$ cat config.mk
export PLATFORM = sky130hd
export DESIGN_NAME = keyed_ring_table
export DESIGN_NICKNAME = d
export VERILOG_FILES = /design/src/rtl/core/krt_pkg.sv /design/src/rtl/core/keyed_ring_table.sv /design/src/rtl/core/krt_dpath.sv /design/src/rtl/core/krt_ctrl.sv
export SDC_FILE = /design/constraint.sdc
export NUM_CORES = 1
export LEC_CHECK = 0
export CORE_ASPECT_RATIO = 0.6
export CORE_MARGIN = 2
export CORE_UTILIZATION = 34
export CTS_BUF_LIST = sky130_fd_sc_hd__clkbuf_16
export CTS_CLUSTER_DIAMETER = 30
export CTS_CLUSTER_SIZE = 16
export DETAILED_ROUTE_END_ITERATION = 10
export DONT_BUFFER_PORTS = 1
export HOLD_SLACK_MARGIN = 0.08
export PLACE_DENSITY = 0.51
export SETUP_SLACK_MARGIN = 0.4
export SYNTH_ARGS = -nofsm -noshare
export SYNTH_HDL_FRONTEND = slang
export SYNTH_HIERARCHICAL = 1
export SYNTH_SLANG_ARGS = --single-unit
$ cat constraint.sdc
create_clock -name clk -period 4 [get_ports clk]
set_input_delay 0.6 -clock clk [delete_from_list [all_inputs] [get_ports clk]]
set_output_delay 0.6 -clock clk [all_outputs]
set_load 0.02 [all_outputs]
$ cat src/rtl/core/krt_pkg.sv
// Package for the keyed ring table: transaction payload types, operation and
// status codes, and the command and status structs between controller and datapath.
// No dependencies.
package krt_pkg;

    localparam logic [1:0] OP_BOOK   = 2'd0;
    localparam logic [1:0] OP_CANCEL = 2'd1;
    localparam logic [1:0] OP_LOOKUP = 2'd2;
    localparam logic [1:0] OP_EDIT   = 2'd3;

    localparam logic [1:0] ST_OK       = 2'd0;
    localparam logic [1:0] ST_FULL     = 2'd1;
    localparam logic [1:0] ST_EMPTY    = 2'd2;
    localparam logic [1:0] ST_NOTFOUND = 2'd3;

    localparam logic [15:0] FIRST_ID = 16'd101;

    typedef struct packed {
        logic [1:0]  op;
        logic [15:0] key_id;
        logic [7:0]  payload;
    } req_t;

    typedef struct packed {
        logic [1:0]  status;
        logic [15:0] result_id;
        logic [7:0]  result_payload;
    } rsp_t;

    typedef struct packed {
        logic       load;
        logic       idx_clr;
        logic       idx_inc;
        logic       rd_adv;
        logic       wr_book;
        logic       wr_edit;
        logic       wr_shift;
        logic       wr_clear;
        logic       stage_found;
        logic       stage_book;
        logic       stage_fail;
        logic [1:0] fail_code;
        logic       out_load;
    } cmd_t;

    typedef struct packed {
        logic [1:0] op;
        logic       full;
        logic       empty;
        logic       match;
        logic       last;
    } sts_t;

endpackage

$ cat src/rtl/core/keyed_ring_table.sv
// Top level of the keyed ring table: joins the controller and the datapath.
// Depends on krt_pkg, krt_ctrl and krt_dpath.
//
// Usage: one request transaction (op, key_id, payload) on req gives exactly one
// response transaction (status, result_id, result_payload) on rsp, in order.
// Book appends a record with the next id; cancel, lookup and edit act on the
// first live record whose id matches key_id.
// Steps: book and every empty-table case are decided in the dispatch state and
// pass to the finish state, which loads the response register. A search spends a
// read state and a compare state on each record examined, and a cancel then moves
// each later record down with a check state and a write state, then clears the
// vacated slot, as the record memories have a single read and write port.
// One request is in work at a time; req_ready is high only while the
// controller waits for a request, from the cycle after the response loads.
// Stall: the response register holds a finished transaction while rsp_ready is
// low; a further request is accepted and worked, then waits for that register.
// Reset: the table is empty and the id counter restarts at 101; no clearing
// pass is needed, so requests are taken from the first cycle after reset.
module keyed_ring_table #(
    parameter int SLOTS = 16
) (
    input  logic          clk,
    input  logic          rst_n,
    input  logic          req_valid,
    output logic          req_ready,
    input  krt_pkg::req_t req,
    output logic          rsp_valid,
    input  logic          rsp_ready,
    output krt_pkg::rsp_t rsp
);
    import krt_pkg::*;

    cmd_t cmd;
    sts_t sts;

    krt_ctrl u_ctrl (
        .clk       (clk),
        .rst_n     (rst_n),
        .req_valid (req_valid),
        .req_ready (req_ready),
        .rsp_valid (rsp_valid),
        .rsp_ready (rsp_ready),
        .sts       (sts),
        .cmd       (cmd)
    );

    krt_dpath #(
        .SLOTS (SLOTS)
    ) u_dpath (
        .clk   (clk),
        .rst_n (rst_n),
        .req   (req),
        .cmd   (cmd),
        .sts   (sts),
        .rsp   (rsp)
    );

endmodule

$ cat src/rtl/core/krt_dpath.sv
// Datapath of the keyed ring table: record memories, entry count, id counter,
// scan index, result staging and output register. Depends on krt_pkg.
module krt_dpath #(
    parameter int SLOTS = 16
) (
    input  logic          clk,
    input  logic          rst_n,
    input  krt_pkg::req_t req,
    input  krt_pkg::cmd_t cmd,
    output krt_pkg::sts_t sts,
    output krt_pkg::rsp_t rsp
);
    import krt_pkg::*;

    localparam int IW = $clog2(SLOTS);

    logic [15:0]   id_mem  [SLOTS];
    logic [7:0]    pay_mem [SLOTS];

    req_t          req_reg;
    logic [IW-1:0] count_reg, count_next;
    logic [15:0]   next_id_reg, next_id_next;
    logic [IW-1:0] idx_reg, idx_next;
    logic [15:0]   rd_id_reg;
    logic [7:0]    rd_pay_reg;
    rsp_t          stage_reg, stage_next;
    rsp_t          rsp_reg;

    logic [IW-1:0] idx_plus;
    logic [IW-1:0] count_minus;
    logic [IW-1:0] rd_addr;
    logic          wr_id_en;
    logic          wr_pay_en;
    logic [IW-1:0] wr_addr;
    logic [15:0]   wr_id;
    logic [7:0]    wr_pay;

    assign idx_plus    = idx_reg + IW'(1);
    assign count_minus = count_reg - IW'(1);
    assign rd_addr     = cmd.rd_adv ? idx_plus : idx_reg;

    always_comb
    begin
        wr_id_en  = 1'b0;
        wr_pay_en = 1'b0;
        wr_addr   = idx_reg;
        wr_id     = rd_id_reg;
        wr_pay    = rd_pay_reg;
        if (cmd.wr_book)
        begin
            wr_id_en  = 1'b1;
            wr_pay_en = 1'b1;
            wr_addr   = count_reg;
            wr_id     = next_id_reg;
            wr_pay    = req_reg.payload;
        end
        else if (cmd.wr_shift)
        begin
            wr_id_en  = 1'b1;
            wr_pay_en = 1'b1;
        end
        else if (cmd.wr_clear)
        begin
            wr_id_en  = 1'b1;
            wr_pay_en = 1'b1;
            wr_addr   = count_minus;
            wr_id     = '0;
            wr_pay    = '0;
        end
        else if (cmd.wr_edit)
        begin
            wr_pay_en = 1'b1;
            wr_pay    = req_reg.payload;
        end
    end

    always_ff @(posedge clk)
    begin
        if (wr_id_en)
        begin
            id_mem[wr_addr] <= wr_id;
        end
        if (wr_pay_en)
        begin
            pay_mem[wr_addr] <= wr_pay;
        end
        rd_id_reg  <= id_mem[rd_addr];
        rd_pay_reg <= pay_mem[rd_addr];
    end

    always_comb
    begin
        count_next   = count_reg;
        next_id_next = next_id_reg;
        idx_next     = idx_reg;
        stage_next   = stage_reg;
        if (cmd.wr_book)
        begin
            count_next   = count_reg + IW'(1);
            next_id_next = next_id_reg + 16'd1;
        end
        else if (cmd.wr_clear)
        begin
            count_next = count_minus;
        end
        if (cmd.idx_clr)
        begin
            idx_next = '0;
        end
        else if (cmd.idx_inc)
        begin
            idx_next = idx_plus;
        end
        if (cmd.stage_book)
        begin
            stage_next.status         = ST_OK;
            stage_next.result_id      = next_id_reg;
            stage_next.result_payload = req_reg.payload;
        end
        else if (cmd.stage_found)
        begin
            stage_next.status         = ST_OK;
            stage_next.result_id      = rd_id_reg;
            stage_next.result_payload = (req_reg.op == OP_EDIT) ? req_reg.payload : rd_pay_reg;
        end
        else if (cmd.stage_fail)
        begin
            stage_next.status         = cmd.fail_code;
            stage_next.result_id      = '0;
            stage_next.result_payload = '0;
        end
    end

    always_ff @(posedge clk or negedge rst_n)
    begin
        if (!rst_n)
        begin
            count_reg   <= '0;
            next_id_reg <= FIRST_ID;
        end
        else
        begin
            count_reg   <= count_next;
            next_id_reg <= next_id_next;
        end
    end

    always_ff @(posedge clk)
    begin
        idx_reg   <= idx_next;
        stage_reg <= stage_next;
        if (cmd.load)
        begin
            req_reg <= req;
        end
        if (cmd.out_load)
        begin
            rsp_reg <= stage_reg;
        end
    end

    assign sts.op    = req_reg.op;
    assign sts.full  = (count_reg == IW'(SLOTS - 1));
    assign sts.empty = (count_reg == '0);
    assign sts.match = (rd_id_reg == req_reg.key_id);
    assign sts.last  = (idx_reg == count_minus);
    assign rsp       = rsp_reg;

endmodule

$ cat src/rtl/core/krt_ctrl.sv
// Controller of the keyed ring table: sequences search, shift and update steps
// and runs the request and response handshakes. Depends on krt_pkg.
module krt_ctrl (
    input  logic          clk,
    input  logic          rst_n,
    input  logic          req_valid,
    output logic          req_ready,
    output logic          rsp_valid,
    input  logic          rsp_ready,
    input  krt_pkg::sts_t sts,
    output krt_pkg::cmd_t cmd
);
    import krt_pkg::*;

    typedef enum logic [2:0] {
        S_IDLE,
        S_DISPATCH,
        S_READ,
        S_COMPARE,
        S_SHIFT_CHK,
        S_SHIFT_WR,
        S_FINISH
    } state_t;

    state_t state_reg, state_next;
    logic   rsp_valid_reg, rsp_valid_next;

    always_comb
    begin
        state_next     = state_reg;
        rsp_valid_next = rsp_valid_reg & ~rsp_ready;
        cmd            = '0;
        unique case (state_reg)
            S_IDLE:
            begin
                if (req_valid)
                begin
                    cmd.load    = 1'b1;
                    cmd.idx_clr = 1'b1;
                    state_next  = S_DISPATCH;
                end
            end
            S_DISPATCH:
            begin
                if (sts.op == OP_BOOK)
                begin
                    if (sts.full)
                    begin
                        cmd.stage_fail = 1'b1;
                        cmd.fail_code  = ST_FULL;
                    end
                    else
                    begin
                        cmd.wr_book    = 1'b1;
                        cmd.stage_book = 1'b1;
                    end
                    state_next = S_FINISH;
                end
                else if (sts.empty)
                begin
                    cmd.stage_fail = 1'b1;
                    cmd.fail_code  = ST_EMPTY;
                    state_next     = S_FINISH;
                end
                else
                begin
                    state_next = S_READ;
                end
            end
            S_READ:
            begin
                state_next = S_COMPARE;
            end
            S_COMPARE:
            begin
                if (sts.match)
                begin
                    cmd.stage_found = 1'b1;
                    if (sts.op == OP_CANCEL)
                    begin
                        state_next = S_SHIFT_CHK;
                    end
                    else
                    begin
                        cmd.wr_edit = (sts.op == OP_EDIT);
                        state_next  = S_FINISH;
                    end
                end
                else if (sts.last)
                begin
                    cmd.stage_fail = 1'b1;
                    cmd.fail_code  = ST_NOTFOUND;
                    state_next     = S_FINISH;
                end
                else
                begin
                    cmd.idx_inc = 1'b1;
                    state_next  = S_READ;
                end
            end
            S_SHIFT_CHK:
            begin
                if (sts.last)
                begin
                    cmd.wr_clear = 1'b1;
                    state_next   = S_FINISH;
                end
                else
                begin
                    cmd.rd_adv = 1'b1;
                    state_next = S_SHIFT_WR;
                end
            end
            S_SHIFT_WR:
            begin
                cmd.wr_shift = 1'b1;
                cmd.idx_inc  = 1'b1;
                state_next   = S_SHIFT_CHK;
            end
            S_FINISH:
            begin
                if (!rsp_valid_reg || rsp_ready)
                begin
                    cmd.out_load   = 1'b1;
                    rsp_valid_next = 1'b1;
                    state_next     = S_IDLE;
                end
            end
            default:
            begin
                state_next = S_IDLE;
            end
        endcase
    end

    always_ff @(posedge clk or negedge rst_n)
    begin
        if (!rst_n)
        begin
            state_reg     <= S_IDLE;
            rsp_valid_reg <= 1'b0;
        end
        else
        begin
            state_reg     <= state_next;
            rsp_valid_reg <= rsp_valid_next;
        end
    end

    assign req_ready = (state_reg == S_IDLE);
    assign rsp_valid = rsp_valid_reg;

endmodule

==> impl_metrics.env, run 1 <==
export IMPL_synthTopCellsByArea="edfxtp_1 (59%), mux2i_1 (13%), a22oi_1 (2.7%), dfxtp_1 (2.6%), nand2_1 (2.4%)"
export IMPL_start_util=0.343
export IMPL_clkSinkCount=514
export IMPL_diodes=0
export IMPL_rsz0062_at_grt="no"
export IMPL_clkTransAtPathRegs_ps=50
export IMPL_yosys_cell_count_top_type="edfxtp_1"
export IMPL_clk_latency_ps=610
export IMPL_grt_start_max_net_pins=107
export IMPL_synth_top_area_frac=0.595
export IMPL_drtIter0Drc=1333
export IMPL_grt_overflow=0
export IMPL_cp_max_fo=8
export IMPL_dp_slack_ps=201
export IMPL_setup_ws_ps=517
export IMPL_yosysUniqueCellTypes=63
export IMPL_critPathRequiredTime_ps=4290
export IMPL_reg_top3="u_dpath/id_mem x256, u_dpath/pay_mem x128"
export IMPL_p_sw_w=0.00757
export IMPL_clk_root_buffer_cell="clkbuf_16"
export IMPL_wl_per_cell_microns=22.4
export IMPL_setup_tns_ps=0
export IMPL_ant_nets=0
export IMPL_ys_ff_latch=514
export IMPL_sw_frac_of_total=0.350
export IMPL_synth_area_sq_um=23200
export IMPL_drt_pass1_iterations=5
export IMPL_slew_violations=0
export IMPL_viasPerCell=5.41
export IMPL_p_clk_frac=0.316
export IMPL_seq_area_frac_synth=0.647
export IMPL_critPathLaunchType="flip-flop"
export IMPL_drt_wl_total_mm=62.7
export IMPL_fillCellCount=6185
export IMPL_powerDensity_nw_per_um2=771
export IMPL_area_growth_pct=20.9
export IMPL_grt_pass1_vias=14500
export IMPL_die_h_microns=206
export IMPL_postSynthCellCount=1709
export IMPL_rows=74
export IMPL_layout_worst_path_cycle_share=0.871
export IMPL_cts_tree="yes"
export IMPL_core_area_sq_um=67800
export IMPL_synth_nets=1743
export IMPL_syn_area_per_cell_sq_um=13.6
export IMPL_synth_edff_count=460
export IMPL_die_area_sq_um=70500
export IMPL_async_flop_share=0.0467
export IMPL_fmaxAchievable_mhz=287
export IMPL_ys_warn_count=6
export IMPL_status="completed"
export IMPL_fin_skew_ps=23.1
export IMPL_clockBufferDepth=3
export IMPL_p_leak_nw=10.1
export IMPL_seq_power_share=0.342
export IMPL_setup_violations=0
export IMPL_crit_arrival_ps=3780
export IMPL_cts_buffers=77
export IMPL_antenna_found_initial=2
export IMPL_synth_top_flop_cell="edfxtp_1"
export IMPL_grt_pass1_wl_mm=92.3
export IMPL_yosys_top_cells_count="edfxtp_1 (460), mux2i_1 (294), nand2_1 (147)"
export IMPL_timing_final_crit_period_ps=3480
export IMPL_ios=58
export IMPL_hold_path_class="in -> reg"
export IMPL_netlist_top_cell_by_area="edfxtp_1"
export IMPL_hold_viol_final=0
export IMPL_track_usage=0.175
export IMPL_endpoint_kind="flip-flop"
export IMPL_pwr_share_comb=0.342
export IMPL_relSlewSlack=0.372
export IMPL_io_buffers=0
export IMPL_vias=15100
export IMPL_cap_violations=0
export IMPL_ir_drop_mv=0.466
export IMPL_nets=1858
export IMPL_cts_htree_levels=3
export IMPL_largest_register_ffs=256
export IMPL_regMostFlops="u_dpath/id_mem"
export IMPL_die_w_microns=341
export IMPL_place_hpwl_mm=41.5
export IMPL_gp_congestion=0.824
export IMPL_drive_gt1_frac=0.171
export IMPL_cellInternalPower_w=0.0141
export IMPL_tightestPinTransition_ps=942
export IMPL_critPathKind="reg -> reg"
export IMPL_drc=0
==> power groups by stage <==
stage	clock, W	sequential, W	combinational, W
after floorplan	0	0.00725	0.00490
after global placement	0	0.00751	0.00714
after detailed placement	0	0.00750	0.00725
after CTS	0.00694	0.00741	0.00731
after global routing	0.00719	0.00745	0.00795
final	0.00683	0.00741	0.00740
==> cell type report <==
type | instances | area (sq um) | share of cell area
sequential | 514 | 15000 | 0.535
multi-input combinational | 1065 | 7770 | 0.277
clock buffer | 78 | 1950 | 0.0695
timing repair buffer | 157 | 1460 | 0.0520
tap | 912 | 1140 | 0.0406
clock inverter | 64 | 688 | 0.0245
inverter | 9 | 33.8 | 0.00120
==> worst paths after layout <==
kind,from,to,slack (ps),cells after the start
setup / recovery,u_dpath/count_reg[0],u_dpath/pay_mem[11][0],520,11
hold / removal,req_valid,u_ctrl/state_reg[0],140,2
setup reg to reg,u_dpath/count_reg[0],u_dpath/pay_mem[11][0],520,11
hold reg to reg,u_dpath/stage_reg[11],u_dpath/rsp[11],410,0
max in group asynchronous,rst_n,u_dpath/next_id_reg[2],3330,2
min in group asynchronous,rst_n,u_ctrl/state_reg[2],430,2
==> kinds of logic after synthesis <==
family                     share of synthesized area
DFF                                            0.647
and+or+nand+nor                               0.0765
AOI/OAI and AO/OA                              0.101
muxes                                          0.129
buffers and inverters                         0.0275
xor gates and xnor gates                      0.0173
adders and majority gates                    0.00215
==> worst max-delay path: stages (launching register included) <==
cell,delay [ps]
dfrtp_2,430
or3_1,400
xnor2_1,160
nor4_2,350
and3_4,280
nor2b_1,170
nor2_1,70
a221o_1,330
or3_1,400
buf_4,220
nor2_2,120
buf_4,230
==> per-stage QoR <==
step	total power [W]	hold WS, ps	std cells	area (sq um)	utilization
4_1_cts	0.0217	112	2793	28000	0.413
3_3_place_gp	0.0146	306	2620	25000	0.369
6_report	0.0216	143	2799	28100	0.414
3_5_place_dp	0.0147	306	2620	25000	0.369
2_1_floorplan	0.0122	304	1709	23300	-
5_1_grt	0.0226	152	2799	28100	0.414
==> repair_timing <==
action                                  CTS  global route
pin swaps                                 2             1
endpoints found under the hold margin    50             0
cloned                                    1             0
hold buffers                             28             0
endpoints found under the setup margin  274           400
setup buffers                             2             6
gates resized for setup                   6            15
==> placed cells by master, fill, tap and decap left out, drive strengths merged, types with 3 or more instances in the layout <==
cell	instances
a21oi	47
a221oi	16
a22o	16
a22oi	85
a32o	3
a32oi	16
and2	6
and3	51
buf	130
bufinv	10
clkbuf	78
clkinv	24
clkinvlp	11
dfrtp	20
dfstp	4
dfxtp	30
dlygate4sd3	27
edfxtp	460
ha	4
inv	28
mux2	4
mux2i	294
nand2	147
nand2b	4
nand3	43
nand3b	4
nand4	20
nor2	54
nor2b	12
nor3	9
nor4	3
o21a	3
o21ai	79
o21bai	3
o22ai	46
o31ai	25
or3	4
xnor2	36
xor2	11
==> layer usage <==
| metal | vias up | part of all wire | global-route usage |
|---|---|---|---|
| li1 | 6898 | - | - |
| met4 | 0 | 0.017 | 0.0401 |
| met5 | - | 0 | 0 |
| met2 | 492 | 0.42 | 0.249 |
| met1 | 7674 | 0.49 | 0.265 |
| met3 | 80 | 0.069 | 0.0412 |
No activity file was read; power rests on OpenSTA's default activity.
==> inputs of run 2 (changes only) <==
- PLACE_DENSITY: 0.51 -> not set
==> impl_metrics.env, run 2 (synthesis gave the netlist of run 1 again) <==
export IMPL_status="completed"
export IMPL_final_common_cell="edfxtp_1"
export IMPL_hold_path_class="in -> reg"
export IMPL_seqCellArea_sq_um=15000
export IMPL_nets=1850
export IMPL_layout_worst_path_cycle_share=0.889
export IMPL_die_h_microns=206
export IMPL_tightestPinTransition_ps=888
export IMPL_drt_pass1_iterations=8
export IMPL_post_place_cells=2623
export IMPL_setup_violations=0
export IMPL_clk_root_buffer_cell="clkbuf_16"
export IMPL_grt_pass1_vias=14700
export IMPL_worst_path_largest_cell_delay_ps=450
export IMPL_clkTransAtPathRegs_ps=70
export IMPL_fillCellCount=6171
export IMPL_slew_violations=0
export IMPL_ant_nets=0
export IMPL_grt_start_max_net_pins=107
export IMPL_grt_overflow=0
export IMPL_vias=15500
export IMPL_powerDensity_nw_per_um2=750
export IMPL_core_area_sq_um=67800
export IMPL_path_cells="or3_4 -> xnor2_2 -> nor4_2 -> and3_1 -> nor2b_4 -> nor2_4 -> a221o_1 -> or3_4 -> buf_12 -> nor2_4 -> clkbuf_16"
export IMPL_track_usage=0.176
export IMPL_clkSinkCount=514
export IMPL_critPathKind="reg -> reg"
export IMPL_cap_violations=0
export IMPL_regMostFlops="u_dpath/id_mem"
export IMPL_hold_viol_final=0
export IMPL_antenna_found_initial=2
export IMPL_ios=58
export IMPL_die_area_sq_um=70500
export IMPL_clk_latency_ps=620
export IMPL_ir_drop_mv=0.433
export IMPL_finalNonFillerCells=2779
export IMPL_drive_gt1_frac=0.175
export IMPL_area_growth_pct=19.9
export IMPL_setup_tns_ps=0
export IMPL_cp_max_fo=8
export IMPL_fin_skew_ps=27.1
export IMPL_wl_per_cell_microns=23.1
export IMPL_fmaxAchievable_mhz=281
export IMPL_timing_final_crit_period_ps=3560
export IMPL_cts_tree="yes"
export IMPL_multiInputGateArea_sq_um=7830
export IMPL_grt_pass1_wl_mm=93.2
export IMPL_clockBufferDepth=3
export IMPL_io_buffers=0
export IMPL_cts_htree_levels=2
export IMPL_crit_arrival_ps=3890
export IMPL_critPathLaunchType="flip-flop"
export IMPL_p_leak_nw=9.90
export IMPL_slowest_stage="dfrtp_2"
export IMPL_drc=0
export IMPL_critPathRequiredTime_ps=4330
export IMPL_drt_wl_total_mm=64.3
export IMPL_relSlewSlack=0.408
export IMPL_start_util=0.343
export IMPL_final_cell_mix="edfxtp_1 (460), mux2i_1 (294), nand2_1 (145), buf_4 (106), a22oi_1 (85)"
export IMPL_place_hpwl_mm=42.6
export IMPL_largest_register_ffs=256
export IMPL_viasPerCell=5.57
export IMPL_cts_buffers=59
export IMPL_rows=74
export IMPL_endpoint_kind="flip-flop"
export IMPL_gp_congestion=0.844
export IMPL_drtIter0Drc=1663
export IMPL_reg_top3="u_dpath/id_mem x256, u_dpath/pay_mem x128"
export IMPL_die_w_microns=341
export IMPL_rsz0062_at_grt="yes"
==> run 2: stage by stage <==
stage          setup slack (ps)  instance area, sq um  utilization  total power [W]  hold slack, ps
2_1_floorplan               248                 23300            -           0.0122             304
3_3_place_gp                254                 25000        0.369           0.0147             306
3_5_place_dp                216                 25000        0.369           0.0148             306
4_1_cts                     407                 27500        0.406           0.0207             140
5_1_grt                     342                 27800        0.411           0.0217             153
6_report                    444                 27900        0.411           0.0209             181
==> run 2: final timing paths <==
path | from | endpoint | slack [ps] | cells after the start
worst min register to register | u_dpath/stage_reg[6] | u_dpath/rsp[6] | 420 | 0
min in group asynchronous | rst_n | u_dpath/next_id_reg[4] | 450 | 2
worst max register to register | u_dpath/count_reg[0] | u_dpath/id_mem[9][2] | 440 | 11
worst max-delay path | u_dpath/count_reg[0] | u_dpath/id_mem[9][2] | 440 | 11
worst min-delay path | req_valid | u_ctrl/state_reg[0] | 180 | 2
max in group asynchronous | rst_n | u_dpath/next_id_reg[6] | 3320 | 2
==> run 2: cell type report <==
cell class              count  share of cell area
diodes                      1           0.0000899
clock buffers              61              0.0548
clock inverters            50              0.0219
inverters                   9             0.00121
multi-input cells        1064               0.281
flip-flops and latches    514               0.540
well taps                 912              0.0410
repair buffers            168              0.0600
==> run 2: timing repair <==
| action | in CTS | in global routing |
|---|---|---|
| resized for setup | 7 | 48 |
| pin swaps | 1 | 5 |
| gates cloned | 0 | 1 |
| endpoints found under the hold margin | 50 | 0 |
| hold buffers | 28 | 0 |
| buffers inserted | 4 | 11 |
| setup endpoints to repair | 174 | 393 |
==> run 2: worst max-delay path, delay by kind of cell, from the launching register on <==
| family | cells | cell delay, ps |
|---|---|---|
| xor gates and xnor gates | 1 | 150 |
| and+or+nand+nor | 7 | 1910 |
| buffers and inverters | 2 | 400 |
| AOI/OAI and AO/OA | 1 | 350 |
| DFF | 1 | 450 |
==> run 2: per-layer routing <==
metal | GRT usage | share of wire | vias up
met4 | 0.0401 | 0.019 | 4
met1 | 0.270 | 0.47 | 7858
li1 | - | - | 6870
met5 | 0.00486 | 0.00075 | -
met3 | 0.0480 | 0.099 | 94
met2 | 0.244 | 0.41 | 648
==> run 2: power by group <==
group	leakage, nW	total, W	switching [W]	internal [W]
logic	4.17	0.00760	0.00462	0.00298
registers	4.71	0.00744	0.000523	0.00692
clock network	1.02	0.00583	0.00245	0.00338
total	9.90	0.0209	0.00759	0.0133
